===== src/rtl/assert_macros.svh =====
// Assertion macros for the RTL top module.
// Each macro takes a label, clock, active-low reset, antecedent and consequent.
`ifndef ASSERT_MACROS_SVH
`define ASSERT_MACROS_SVH

`ifndef NO_ASSERTIONS

// Same-cycle implication
`define ASSERT_IMPL(lbl, clk, rst_n, ante, cons) \
    lbl: assert property (@(posedge clk) disable iff (!rst_n) (ante) |-> (cons)) \
        else $error("assertion failed");

// Next-cycle implication
`define ASSERT_NEXT(lbl, clk, rst_n, ante, cons) \
    lbl: assert property (@(posedge clk) disable iff (!rst_n) (ante) |=> (cons)) \
        else $error("assertion failed");

`else

`define ASSERT_IMPL(lbl, clk, rst_n, ante, cons)
`define ASSERT_NEXT(lbl, clk, rst_n, ante, cons)

`endif

`endif


===== src/rtl/lkx_pkg.sv =====
`timescale 1ns / 1ps

package lkx_pkg;

    // Generator constants
    localparam int KEY_W = 31;
    localparam logic [KEY_W-1:0] LCG_MOD = 31'h7FFF_FFFF;
    localparam logic [KEY_W-1:0] LCG_MUL = 31'd16807;
    localparam logic [KEY_W-1:0] KEY_RST = 31'd1;

    // Position and offset widths
    localparam int POS_BITS = 32;
    localparam int OFS_W    = 32;
    localparam int EXP_W    = POS_BITS - 1;
    localparam int TGT_W    = ((POS_BITS > OFS_W) ? POS_BITS : OFS_W) + 2;
    localparam int PROD_W   = 2 * KEY_W;

    // Item kinds on the input tuser
    localparam logic MODE_CRYPT = 1'b0;
    localparam logic MODE_SEEK  = 1'b1;

    typedef enum logic [1:0] {
        ST_IDLE,
        ST_DECIDE,
        ST_MUL,
        ST_WB
    } t_state;

    // Modular multiply operations of the shared unit
    typedef enum logic [1:0] {
        OP_STEP,    // key  * 16807 -> key
        OP_ACC,     // acc  * base  -> acc
        OP_SQR,     // base * base  -> base, exponent shifts right
        OP_FINAL    // seed * acc   -> key
    } t_op;

    // Controller to datapath
    typedef struct packed {
        logic s_ready;
        logic cfg_ready;
        logic accept;
        logic cfg_we;
        logic mul;
        logic wb;
        t_op  op;
    } t_cmd;

    // Datapath to controller
    typedef struct packed {
        logic out_free;
        logic mode;
        logic pos_odd;
        logic seek_go;
        logic exp_zero;
        logic exp_lsb;
    } t_stat;

endpackage


===== src/rtl/lkx_modmul.sv =====
`timescale 1ns / 1ps

module lkx_modmul
    import lkx_pkg::*;
(
    input  logic             i_clk,
    input  logic             i_load,
    input  logic [KEY_W-1:0] i_a,
    input  logic [KEY_W-1:0] i_b,
    output logic [KEY_W-1:0] o_res
);

    logic [PROD_W-1:0] r_prod;
    logic [KEY_W:0]    w_sum;
    logic [KEY_W:0]    w_sub;

    // Product register
    always_ff @(posedge i_clk) begin
        if (i_load) begin
            r_prod <= PROD_W'(i_a) * PROD_W'(i_b);
        end
    end

    // Mod 2^31-1: fold high half onto low half, one conditional subtract
    assign w_sum = {1'b0, r_prod[PROD_W-1:KEY_W]} + {1'b0, r_prod[KEY_W-1:0]};
    assign w_sub = w_sum - {1'b0, LCG_MOD};
    assign o_res = (w_sum >= {1'b0, LCG_MOD}) ? w_sub[KEY_W-1:0] : w_sum[KEY_W-1:0];

endmodule


===== src/rtl/lkx_dp.sv =====
`timescale 1ns / 1ps

module lkx_dp
    import lkx_pkg::*;
(
    input  logic             i_clk,
    input  logic             i_rst_n,
    input  t_cmd             i_cmd,
    output t_stat            o_stat,
    input  logic             i_s_tuser,
    input  logic [39:0]      i_s_tdata,
    input  logic [KEY_W-1:0] i_cfg_data,
    input  logic             i_m_tready,
    output logic             o_m_tvalid,
    output logic [7:0]       o_m_tdata,
    output logic             o_m_tuser
);

    logic [KEY_W-1:0]    r_seed;
    logic [KEY_W-1:0]    r_key;
    logic [POS_BITS-1:0] r_pos;
    logic [KEY_W-1:0]    r_acc;
    logic [KEY_W-1:0]    r_base;
    logic [EXP_W-1:0]    r_exp;
    logic                r_out_valid;
    logic [7:0]          r_out_data;
    logic                r_out_err;
    logic                n_out_valid;

    logic [7:0]          w_data_in;
    logic [OFS_W-1:0]    w_ofs;
    logic [TGT_W-1:0]    w_target;
    logic                w_range_err;
    logic                w_ofs_zero;
    logic [7:0]          w_ks;
    logic [KEY_W-1:0]    w_op_a;
    logic [KEY_W-1:0]    w_op_b;
    logic [KEY_W-1:0]    w_mm_res;

    assign w_data_in = i_s_tdata[7:0];
    assign w_ofs     = i_s_tdata[39:8];
    assign w_ofs_zero = (w_ofs == '0);

    // Seek target: position plus sign-extended offset, checked against range
    assign w_target = {{(TGT_W-POS_BITS){1'b0}}, r_pos}
                    + {{(TGT_W-OFS_W){w_ofs[OFS_W-1]}}, w_ofs};
    assign w_range_err = w_target[TGT_W-1] | (|w_target[TGT_W-2:POS_BITS]);

    // Keystream byte by position parity
    assign w_ks = r_pos[0] ? r_key[22:15] : r_key[30:23];

    // Operand select for the shared modular multiplier
    always_comb begin
        case (i_cmd.op)
            OP_STEP: begin
                w_op_a = r_key;
                w_op_b = LCG_MUL;
            end
            OP_ACC: begin
                w_op_a = r_acc;
                w_op_b = r_base;
            end
            OP_SQR: begin
                w_op_a = r_base;
                w_op_b = r_base;
            end
            OP_FINAL: begin
                w_op_a = r_seed;
                w_op_b = r_acc;
            end
            default: begin
                w_op_a = r_key;
                w_op_b = LCG_MUL;
            end
        endcase
    end

    lkx_modmul u_modmul (
        .i_clk  (i_clk),
        .i_load (i_cmd.mul),
        .i_a    (w_op_a),
        .i_b    (w_op_b),
        .o_res  (w_mm_res)
    );

    // Seed, running key and position
    always_ff @(posedge i_clk) begin
        if (!i_rst_n) begin
            r_seed <= KEY_RST;
            r_key  <= KEY_RST;
            r_pos  <= '0;
        end else if (i_cmd.cfg_we) begin
            r_seed <= i_cfg_data;
            r_key  <= i_cfg_data;
            r_pos  <= '0;
        end else if (i_cmd.accept) begin
            if (i_s_tuser == MODE_CRYPT) begin
                r_pos <= r_pos + POS_BITS'(1);
            end else if (o_stat.seek_go) begin
                r_pos <= w_target[POS_BITS-1:0];
            end
        end else if (i_cmd.wb && (i_cmd.op == OP_STEP || i_cmd.op == OP_FINAL)) begin
            r_key <= w_mm_res;
        end
    end

    // Exponentiation registers
    always_ff @(posedge i_clk) begin
        if (i_cmd.accept && o_stat.seek_go) begin
            r_exp  <= w_target[POS_BITS-1:1];
            r_acc  <= KEY_RST;
            r_base <= LCG_MUL;
        end else if (i_cmd.wb) begin
            if (i_cmd.op == OP_ACC) begin
                r_acc <= w_mm_res;
            end else if (i_cmd.op == OP_SQR) begin
                r_base <= w_mm_res;
                r_exp  <= r_exp >> 1;
            end
        end
    end

    // Output register: loaded at input transfer
    always_comb begin
        n_out_valid = r_out_valid;
        if (i_cmd.accept) begin
            n_out_valid = 1'b1;
        end else if (i_m_tready) begin
            n_out_valid = 1'b0;
        end
    end

    always_ff @(posedge i_clk) begin
        if (!i_rst_n) begin
            r_out_valid <= 1'b0;
        end else begin
            r_out_valid <= n_out_valid;
        end
    end

    always_ff @(posedge i_clk) begin
        if (i_cmd.accept) begin
            if (i_s_tuser == MODE_CRYPT) begin
                r_out_data <= w_data_in ^ w_ks;
                r_out_err  <= 1'b0;
            end else begin
                r_out_data <= 8'h00;
                r_out_err  <= ~w_ofs_zero & w_range_err;
            end
        end
    end

    assign o_m_tvalid = r_out_valid;
    assign o_m_tdata  = r_out_data;
    assign o_m_tuser  = r_out_err;

    // Status to controller
    assign o_stat.out_free = ~r_out_valid | i_m_tready;
    assign o_stat.mode     = i_s_tuser;
    assign o_stat.pos_odd  = r_pos[0];
    assign o_stat.seek_go  = (i_s_tuser == MODE_SEEK) & ~w_ofs_zero & ~w_range_err;
    assign o_stat.exp_zero = (r_exp == '0);
    assign o_stat.exp_lsb  = r_exp[0];

endmodule


===== src/rtl/lkx_ctrl.sv =====
`timescale 1ns / 1ps

module lkx_ctrl
    import lkx_pkg::*;
(
    input  logic  i_clk,
    input  logic  i_rst_n,
    input  logic  i_s_tvalid,
    input  logic  i_cfg_valid,
    input  t_stat i_stat,
    output t_cmd  o_cmd
);

    t_state r_state;
    t_state n_state;
    t_op    r_op;
    t_op    n_op;

    // State and operation registers
    always_ff @(posedge i_clk) begin
        if (!i_rst_n) begin
            r_state <= ST_IDLE;
            r_op    <= OP_STEP;
        end else begin
            r_state <= n_state;
            r_op    <= n_op;
        end
    end

    // Next state and commands
    always_comb begin
        n_state         = r_state;
        n_op            = r_op;
        o_cmd.s_ready   = 1'b0;
        o_cmd.cfg_ready = 1'b0;
        o_cmd.accept    = 1'b0;
        o_cmd.cfg_we    = 1'b0;
        o_cmd.mul       = 1'b0;
        o_cmd.wb        = 1'b0;
        o_cmd.op        = r_op;
        case (r_state)
            ST_IDLE: begin
                // config write takes priority over an item in the same cycle
                o_cmd.cfg_ready = 1'b1;
                o_cmd.cfg_we    = i_cfg_valid;
                o_cmd.s_ready   = i_stat.out_free & ~i_cfg_valid;
                o_cmd.accept    = o_cmd.s_ready & i_s_tvalid;
                if (o_cmd.accept) begin
                    if (i_stat.mode == MODE_CRYPT) begin
                        if (i_stat.pos_odd) begin
                            n_op    = OP_STEP;
                            n_state = ST_MUL;
                        end
                    end else if (i_stat.seek_go) begin
                        n_state = ST_DECIDE;
                    end
                end
            end
            ST_DECIDE: begin
                // pick next exponent step from the remaining bits
                if (i_stat.exp_zero) begin
                    n_op = OP_FINAL;
                end else if (i_stat.exp_lsb) begin
                    n_op = OP_ACC;
                end else begin
                    n_op = OP_SQR;
                end
                n_state = ST_MUL;
            end
            ST_MUL: begin
                o_cmd.mul = 1'b1;
                n_state   = ST_WB;
            end
            ST_WB: begin
                o_cmd.wb = 1'b1;
                case (r_op)
                    OP_ACC: begin
                        n_op    = OP_SQR;
                        n_state = ST_MUL;
                    end
                    OP_SQR: begin
                        n_state = ST_DECIDE;
                    end
                    default: begin
                        n_state = ST_IDLE;
                    end
                endcase
            end
            default: begin
                n_state = ST_IDLE;
            end
        endcase
    end

endmodule


===== src/rtl/lehmer_keystream_byte_xor.sv =====
`timescale 1ns / 1ps
// A result is registered at the output in the cycle after its input transfer.
// An even-position byte leaves the engine idle; an odd-position byte first steps the
// key through the shared modular multiplier (MUL, then WB). A zero or refused seek
// leaves it idle; a seek that moves runs square-and-multiply over the pair count.
// Reset (synchronous, active low): start and running key 1, position 0, output empty.

`include "assert_macros.svh"

module lehmer_keystream_byte_xor
    import lkx_pkg::*;
(
    input  logic             i_clk,
    input  logic             i_rst_n,
    // configuration write: start_key
    input  logic             i_cfg_valid,
    output logic             o_cfg_ready,
    input  logic [KEY_W-1:0] i_cfg_data,
    // input stream
    input  logic             i_s_tvalid,
    output logic             o_s_tready,
    input  logic [39:0]      i_s_tdata,   // [7:0] data_in, [39:8] seek_offset
    input  logic             i_s_tuser,   // [0] mode
    // output stream
    output logic             o_m_tvalid,
    input  logic             i_m_tready,
    output logic [7:0]       o_m_tdata,   // [7:0] data_out
    output logic             o_m_tuser    // [0] seek_error
);

    t_cmd  w_cmd;
    t_stat w_stat;

    lkx_ctrl u_ctrl (
        .i_clk       (i_clk),
        .i_rst_n     (i_rst_n),
        .i_s_tvalid  (i_s_tvalid),
        .i_cfg_valid (i_cfg_valid),
        .i_stat      (w_stat),
        .o_cmd       (w_cmd)
    );

    lkx_dp u_dp (
        .i_clk      (i_clk),
        .i_rst_n    (i_rst_n),
        .i_cmd      (w_cmd),
        .o_stat     (w_stat),
        .i_s_tuser  (i_s_tuser),
        .i_s_tdata  (i_s_tdata),
        .i_cfg_data (i_cfg_data),
        .i_m_tready (i_m_tready),
        .o_m_tvalid (o_m_tvalid),
        .o_m_tdata  (o_m_tdata),
        .o_m_tuser  (o_m_tuser)
    );

    assign o_s_tready  = w_cmd.s_ready;
    assign o_cfg_ready = w_cmd.cfg_ready;

    // Input is taken only when the output register can hold the result
    `ASSERT_IMPL(a_in_needs_out_room, i_clk, i_rst_n, o_s_tready, !o_m_tvalid || i_m_tready)
    // Every input transfer leaves a result pending
    `ASSERT_NEXT(a_result_follows, i_clk, i_rst_n, i_s_tvalid && o_s_tready, o_m_tvalid)
    // Items are taken only while the engine is idle
    `ASSERT_IMPL(a_ready_when_idle, i_clk, i_rst_n, o_s_tready, o_cfg_ready && !i_cfg_valid)

endmodule


===== config.mk =====
export PLATFORM = sky130hd
export DESIGN_NAME = lehmer_keystream_byte_xor
export DESIGN_NICKNAME = d
export VERILOG_FILES = /design/src/rtl/lkx_pkg.sv /design/src/rtl/lkx_modmul.sv /design/src/rtl/lkx_dp.sv /design/src/rtl/lkx_ctrl.sv /design/src/rtl/lehmer_keystream_byte_xor.sv
export VERILOG_INCLUDE_DIRS = /design/src /design/src/rtl
export SDC_FILE = /design/constraint.sdc
export NUM_CORES = 2
export LEC_CHECK = 0
export ABC_AREA = 1
export BUFFER_PORTS_ARGS = -buffer_cell sky130_fd_sc_hd__clkbuf_2
export CORE_MARGIN = 3
export CORE_UTILIZATION = 70
export DETAILED_ROUTE_END_ITERATION = 6
export HOLD_SLACK_MARGIN = 0.03
export PLACE_DENSITY = 0.87
export SYNTH_ARGS = -nofsm -noshare
export SYNTH_HDL_FRONTEND = slang
export SYNTH_HIERARCHICAL = 1
export SYNTH_SLANG_ARGS = --single-unit

===== constraint.sdc =====
create_clock -name i_clk -period 14.1 [get_ports i_clk]
set_clock_uncertainty 0.15 [all_clocks]
set_input_delay 2.115 -clock i_clk [delete_from_list [all_inputs] [get_ports i_clk]]
set_output_delay 2.115 -clock i_clk [all_outputs]
set_load 0.01 [all_outputs]

* Word-level counts from Yosys, hierarchy flattened
Index checks and enable logic that the tools add are counted.
** Word-level totals
- Register bits after elaboration :: 263
- Bits of input ports :: 77
- Output and inout bits :: 12
- Word-level logic and storage cells :: 99
** Cells by class
- Add/subtract/negate cells :: 4
- Multiply operators :: 1
- Order comparisons :: 1
- Equality and inequality tests :: 15
- Mux-type cells :: 31
- Bitwise logic cells :: 14
- Reductions and logical operators :: 21
** Operators by type and width (count)
- 31-bit 2-to-1 mux :: 8
- 31-bit case mux with 4 select lines :: 1
- 31-bit case mux with 3 select lines :: 1
- 32-bit 2-to-1 mux :: 2
- 31-bit by 31-bit multiplier with 62-bit output :: 1
- 33-bit by 32-bit adder with 34-bit output :: 1
- 31-bit by 31-bit adder with 32-bit output :: 1
- 32-bit by 1-bit adder with 32-bit output, second input constant :: 1
- 32-bit by 31-bit greater-or-equal comparator with 1-bit output, second input constant :: 1
- 32-bit logical NOT :: 1
- 31-bit logical NOT :: 1
- 31-bit subtractor, second input constant :: 1
- 2-bit 2-to-1 mux :: 10
- 2-bit by 1-bit inequality test with 1-bit output, second input constant :: 5
- 3-bit AND reduction :: 3
- 2-bit equality test, second input constant :: 4
- 8-bit 2-to-1 mux :: 1
- 2-bit case mux with 4 select lines :: 1
- 2-bit nonzero test :: 4
- 8-bit bitwise XOR :: 1
- 3-bit by 2-bit inequality test with 1-bit output, second input constant :: 2
- 1-bit NOT :: 6
- 2-bit case mux with 3 select lines :: 1
- 2-bit AND reduction :: 3
- 13 further kinds :: 26

* Longest topological paths before layout
- Depth after elaboration :: 8
- Gate-level depth with buffers :: 38
- Mapped depth without buffers :: 36

* Hierarchy
Netlist, hierarchy kept.
** By module, submodules not included
- lkx_modmul :: times used 1, cells each 5036, area each 37807.5 µm², seq. area each 1861.8 µm²
- lkx_dp :: times used 1, cells each 1892, area each 12344.3 µm², seq. area each 4344.2 µm²
- lkx_ctrl :: times used 1, cells each 57, area each 336.6 µm², seq. area each 80.1 µm²

* Worst setup path after synthesis
Ideal clock, no wire load.
- Kind :: register -> register
- From :: reg u_ctrl.r_op[0]
- To :: reg u_dp.u_modmul.r_prod[45], data pin
- Library setup time :: 0.260 ns
- Data arrival time :: 7.738 ns
- Required time :: 13.690 ns
- Path slack :: 5.952 ns
- Cell stages (with the launch flop) :: 37
- Path buffers :: 3
- Clock period less this slack :: 8.148 ns
- Path through :: dfxtp_1 ha_1 clkbuf_1 clkinv_1 clkbuf_1 o21ai_0 a21oi_1 o21ai_0 clkbuf_1 nand2_1 inv_1 fa_1 fa_1 fa_1 inv_1 fa_1 inv_1 fa_1 inv_1 fa_1 inv_1 fa_1 inv_1 fa_1 inv_1 ha_1 nand2_1 nor2_1 nand2_1 nor4_1 a21oi_1 o21ai_0 nand2_1 nand2_1 nand2_1 nand2_1 xor2_1
** On the way
- Elaborated cells on any way between the ends :: 8
- Classes of those cells :: mul (1); eq/ne (3); mux (2); reduce/logical (2)
** RTL lines
- start, declared :: RTL line lkx_ctrl.sv:16 : t_op r_op;
- start signal, assigned :: RTL line lkx_ctrl.sv:26 : r_op <= n_op;
- 2-bit equality test (tied with other cells) :: RTL line lkx_dp.sv:54 : case (i_cmd.op)
- 31-bit case mux with 4 select lines * :: RTL line lkx_dp.sv:54
- via u_dp.w_op_a[13] :: RTL line lkx_dp.sv:36 : logic [KEY_W-1:0] w_op_a;
- 31-bit by 31-bit multiplier with 62-bit output * :: RTL line lkx_modmul.sv:20 : r_prod <= PROD_W'(i_a) * PROD_W'(i_b);
- end signal, assigned :: RTL line lkx_modmul.sv:20
- end, declared :: RTL line lkx_modmul.sv:13 : logic [PROD_W-1:0] r_prod;
The timed path passes the listed nets; every way through them passes the cells marked *.
A chain may end at the register's enable or synchronous reset.

* Worst setup path in the final report
- From :: reg u_ctrl.r_op[1]
- To :: reg u_dp.u_modmul.r_prod[46], data pin
The elaborated chain is that of the path after synthesis.

==> flow_metrics.tcl <==
set metrics [dict create \
    yosys_warnings 6 \
    setup_slack_ns 4.053 \
    hold_viol 0 \
    min_from "u_dp/r_seed[30]" \
    clock-sinks 263 \
    cts_buffer_depth 3 \
    clock.fmax_ghz 0.09953 \
    ys_types 57 \
    area_growth_pct 4.605 \
    synthArstFlopShare_pct 0 \
    htree_levels 1 \
    cp-end-kind "flip-flop" \
    clock_latency_ns 0.58 \
    grt_pass1_vias 45857 \
    drtIter0Drc 5041 \
    initial_core_util_pct 71.36 \
    synth_top_area_share_pct 33.27 \
    irDropWorstVdd_mv 0.1153 \
    worst_path_most_repeated_cell "fa_1" \
    syn_area_sq_um 50490 \
    tightestPinTransition_ns 1.372 \
    syn-num-nets 8227 \
    critPathLaunchType "flip-flop" \
    dpl.hpwl_um 123900 \
    die_height_um 274.6 \
    cts.hold.buffers_added 0 \
    drt_first_pass_iters 7 \
    num-nets-final 8136 \
    crit_fanout 45 \
    min_period_ns 10.05 \
    ys_top_cells_by_count "nand2_1 (2,114), inv_1 (1,764), fa_1 (839), ha_1 (326), nor2_1 (318)" \
    yosysMostFrequentCell "nand2_1" \
    cp-startpoint "u_ctrl/r_op[1]" \
    violations "DRC" \
    ys.flop_type "dfxtp_1" \
    max-slew-margin-rel_pct 7.544 \
    postSynthCellCount 6985 \
    max_stage_delay_ns 0.69 \
    grt_antenna_before_repair 1 \
    num_vias 45670 \
    cp_data_required_time_ns 14.27 \
    port_buffers 88 \
    period_share_pct 71.26 \
    worstPathArrival_ns 10.22 \
    timing.rr.start "u_ctrl/r_op[1]" \
    post_cts_resized 0 \
    dpl_worst_slack_ns 4.461 \
    clkTransAtPathRegs_ns 0.06 \
    synth_top_area_cell "fa_1" \
    die_area_sq_um 75390 \
    powerDensity_nw_per_um2 92.53 \
    gp_congestion 1.012 \
    io_pins 89 \
    ys_seq_elements 263 \
    postSynthAreaPerCell_sq_um 7.228 \
    viasPerCell 5.813 \
    maxCapViolCount 0 \
    cts_setup_buffers 0 \
    ant_nets 0 \
    grt_usage_pct 42.63 \
    wl_per_cell_um 20.12 \
    drc_errors 33 \
    finalSetupTns_ns 0 \
    rows 97 \
    ctsRootBufferMaster "clkbuf_16" \
    min_path_type "reg -> reg" \
    grt_remaining_overflow 0 \
    synth_seq_area_share_pct 12.45 \
    rsz0062_at_grt "false" \
    final-setup-viol-count 0 \
    crit_path_top_delay_cell "clkinv_1" \
    fillers 5438 \
    core_sq_um 70760 \
    grt_max_degree 83 \
    antenna_cells 0 \
    grt_pass1_wl_um 248600 \
    drv_slew 0 \
    regArea_sq_um 6286 \
    status "finished, violations left" \
    synth_edf_count 102 \
    cts_buffers 29 \
    synth.area.top_cells "fa_1 (33%), nand2_1 (16%), inv_1 (13%)" \
    p_leak_uw 0.03029 \
    critPathKind "reg -> reg" \
    die_w_um 274.6 \
    cts_tree "built" \
    routed_wl_um 158100 \
    multiInputGateArea_sq_um 36670 \
    drive_above_1_share_pct 4.829 \
]
[cell type report]
type	count	share of cell area, %
clock buffer	34	1.528
clock inverter	20	0.3648
inverter	1772	12.59
multi-input combinational	4662	69.44
sequential	263	11.90
tap	940	2.227
timing repair buffer	166	1.943
[flip-flops by register name (all words and copies together) (netlist names)]
register	cells
u_dp/r_seed	31
u_dp/r_key	31
u_dp/u_modmul/r_prod	62
u_dp/o_m_tdata	8
u_dp/r_pos	32
u_dp/r_base	31
u_ctrl/r_state	2
u_dp/o_m_tuser	1
u_dp/r_acc	31
u_ctrl/r_op	2
u_dp/o_m_tvalid	1
u_dp/r_exp	31
[worst paths after layout]
check,depth (start not counted),endpoint,slack [ns]
worst max-delay path,30,u_dp/u_modmul/r_prod[46],4.05
worst min-delay path,2,u_dp/r_seed[30],0.32
worst max register to register,30,u_dp/u_modmul/r_prod[46],4.05
worst min register to register,2,u_dp/r_seed[30],0.32
[cells by family (layout without fill, tap and decap cells)]
family | count (synthesis) | count (layout) | share of synthesized area, %
muxes | 4 | 4 | 0.08673
xor gates and xnor gates | 117 | 117 | 2.030
DFF | 263 | 263 | 12.45
adders and majority gates | 1165 | 1165 | 41.35
AOI/OAI and AO/OA | 636 | 636 | 6.961
and+or+nand+nor | 2740 | 2740 | 21.61
buffers and inverters | 2060 | 1992 | 15.52
[worst max-delay path, delay by kind of cell, from the launching register on]
| kind | cells | cell delay [ns] |
|---|---|---|
| AND/OR/NAND/NOR | 4 | 0.70 |
| AO/OA/AOI/OAI | 6 | 1.57 |
| flip-flops | 1 | 0.42 |
| buffers and inverters | 9 | 2.03 |
| XOR/XNOR | 1 | 0.16 |
| adder cells (fa/ha/maj) | 10 | 4.72 |
[metrics by stage]
step	total power, uW	hold slack, ns	std cells	cell area, sq um	util (%)
after floorplan	2865	0.2860	6985	50490	-
after global placement	3918	0.3087	7803	51810	73.23
after detailed placement	3913	0.3135	7803	51810	73.23
after CTS	4768	0.3235	7857	52810	74.64
after global routing	5174	0.3478	7857	52810	74.64
final	4887	0.3225	7857	52810	74.64
[layer usage]
layer	up-vias	track usage (%)	routed length, um
met1	21818	56.47	57860
met2	2906	66.55	70350
li1	20366	-	-
met4	2	18.68	8767
met5	-	0	13
met3	578	11.23	21120
[report_power, final]
part	total [uW]	switching (uW)	internal (uW)	leakage [uW]
registers	931	23.5	907	0.00224
clock network	809	355	454	0.000504
logic	3150	2150	1000	0.0275
[layout by cell type, fill, tap and decap left out, types with 8 or more instances in the layout]
cell type and instances:
nand3_1 147, o21bai_1 13, clkinv_2 8, dfxtp_1 161, inv_1 1763, a21oi_2 28
a32oi_2 13, o21a_1 11, a21o_1 10, a31oi_1 47, xnor2_1 36, nor3_1 33
ha_1 324, o21ai_1 20, o21ai_0 191, nor4_1 20, edfxtp_1 102, nand2_2 16
o211ai_1 14, clkbuf_2 88, nand3b_1 16, nor2_2 9, fa_1 839, nand2_1 2113
o21ai_2 22, o22ai_1 29, clkbuf_16 31, nor2_1 316, nand4_1 44, buf_4 78
xor2_1 81, a21oi_1 219
No activity file was read; power rests on OpenSTA's default activity.
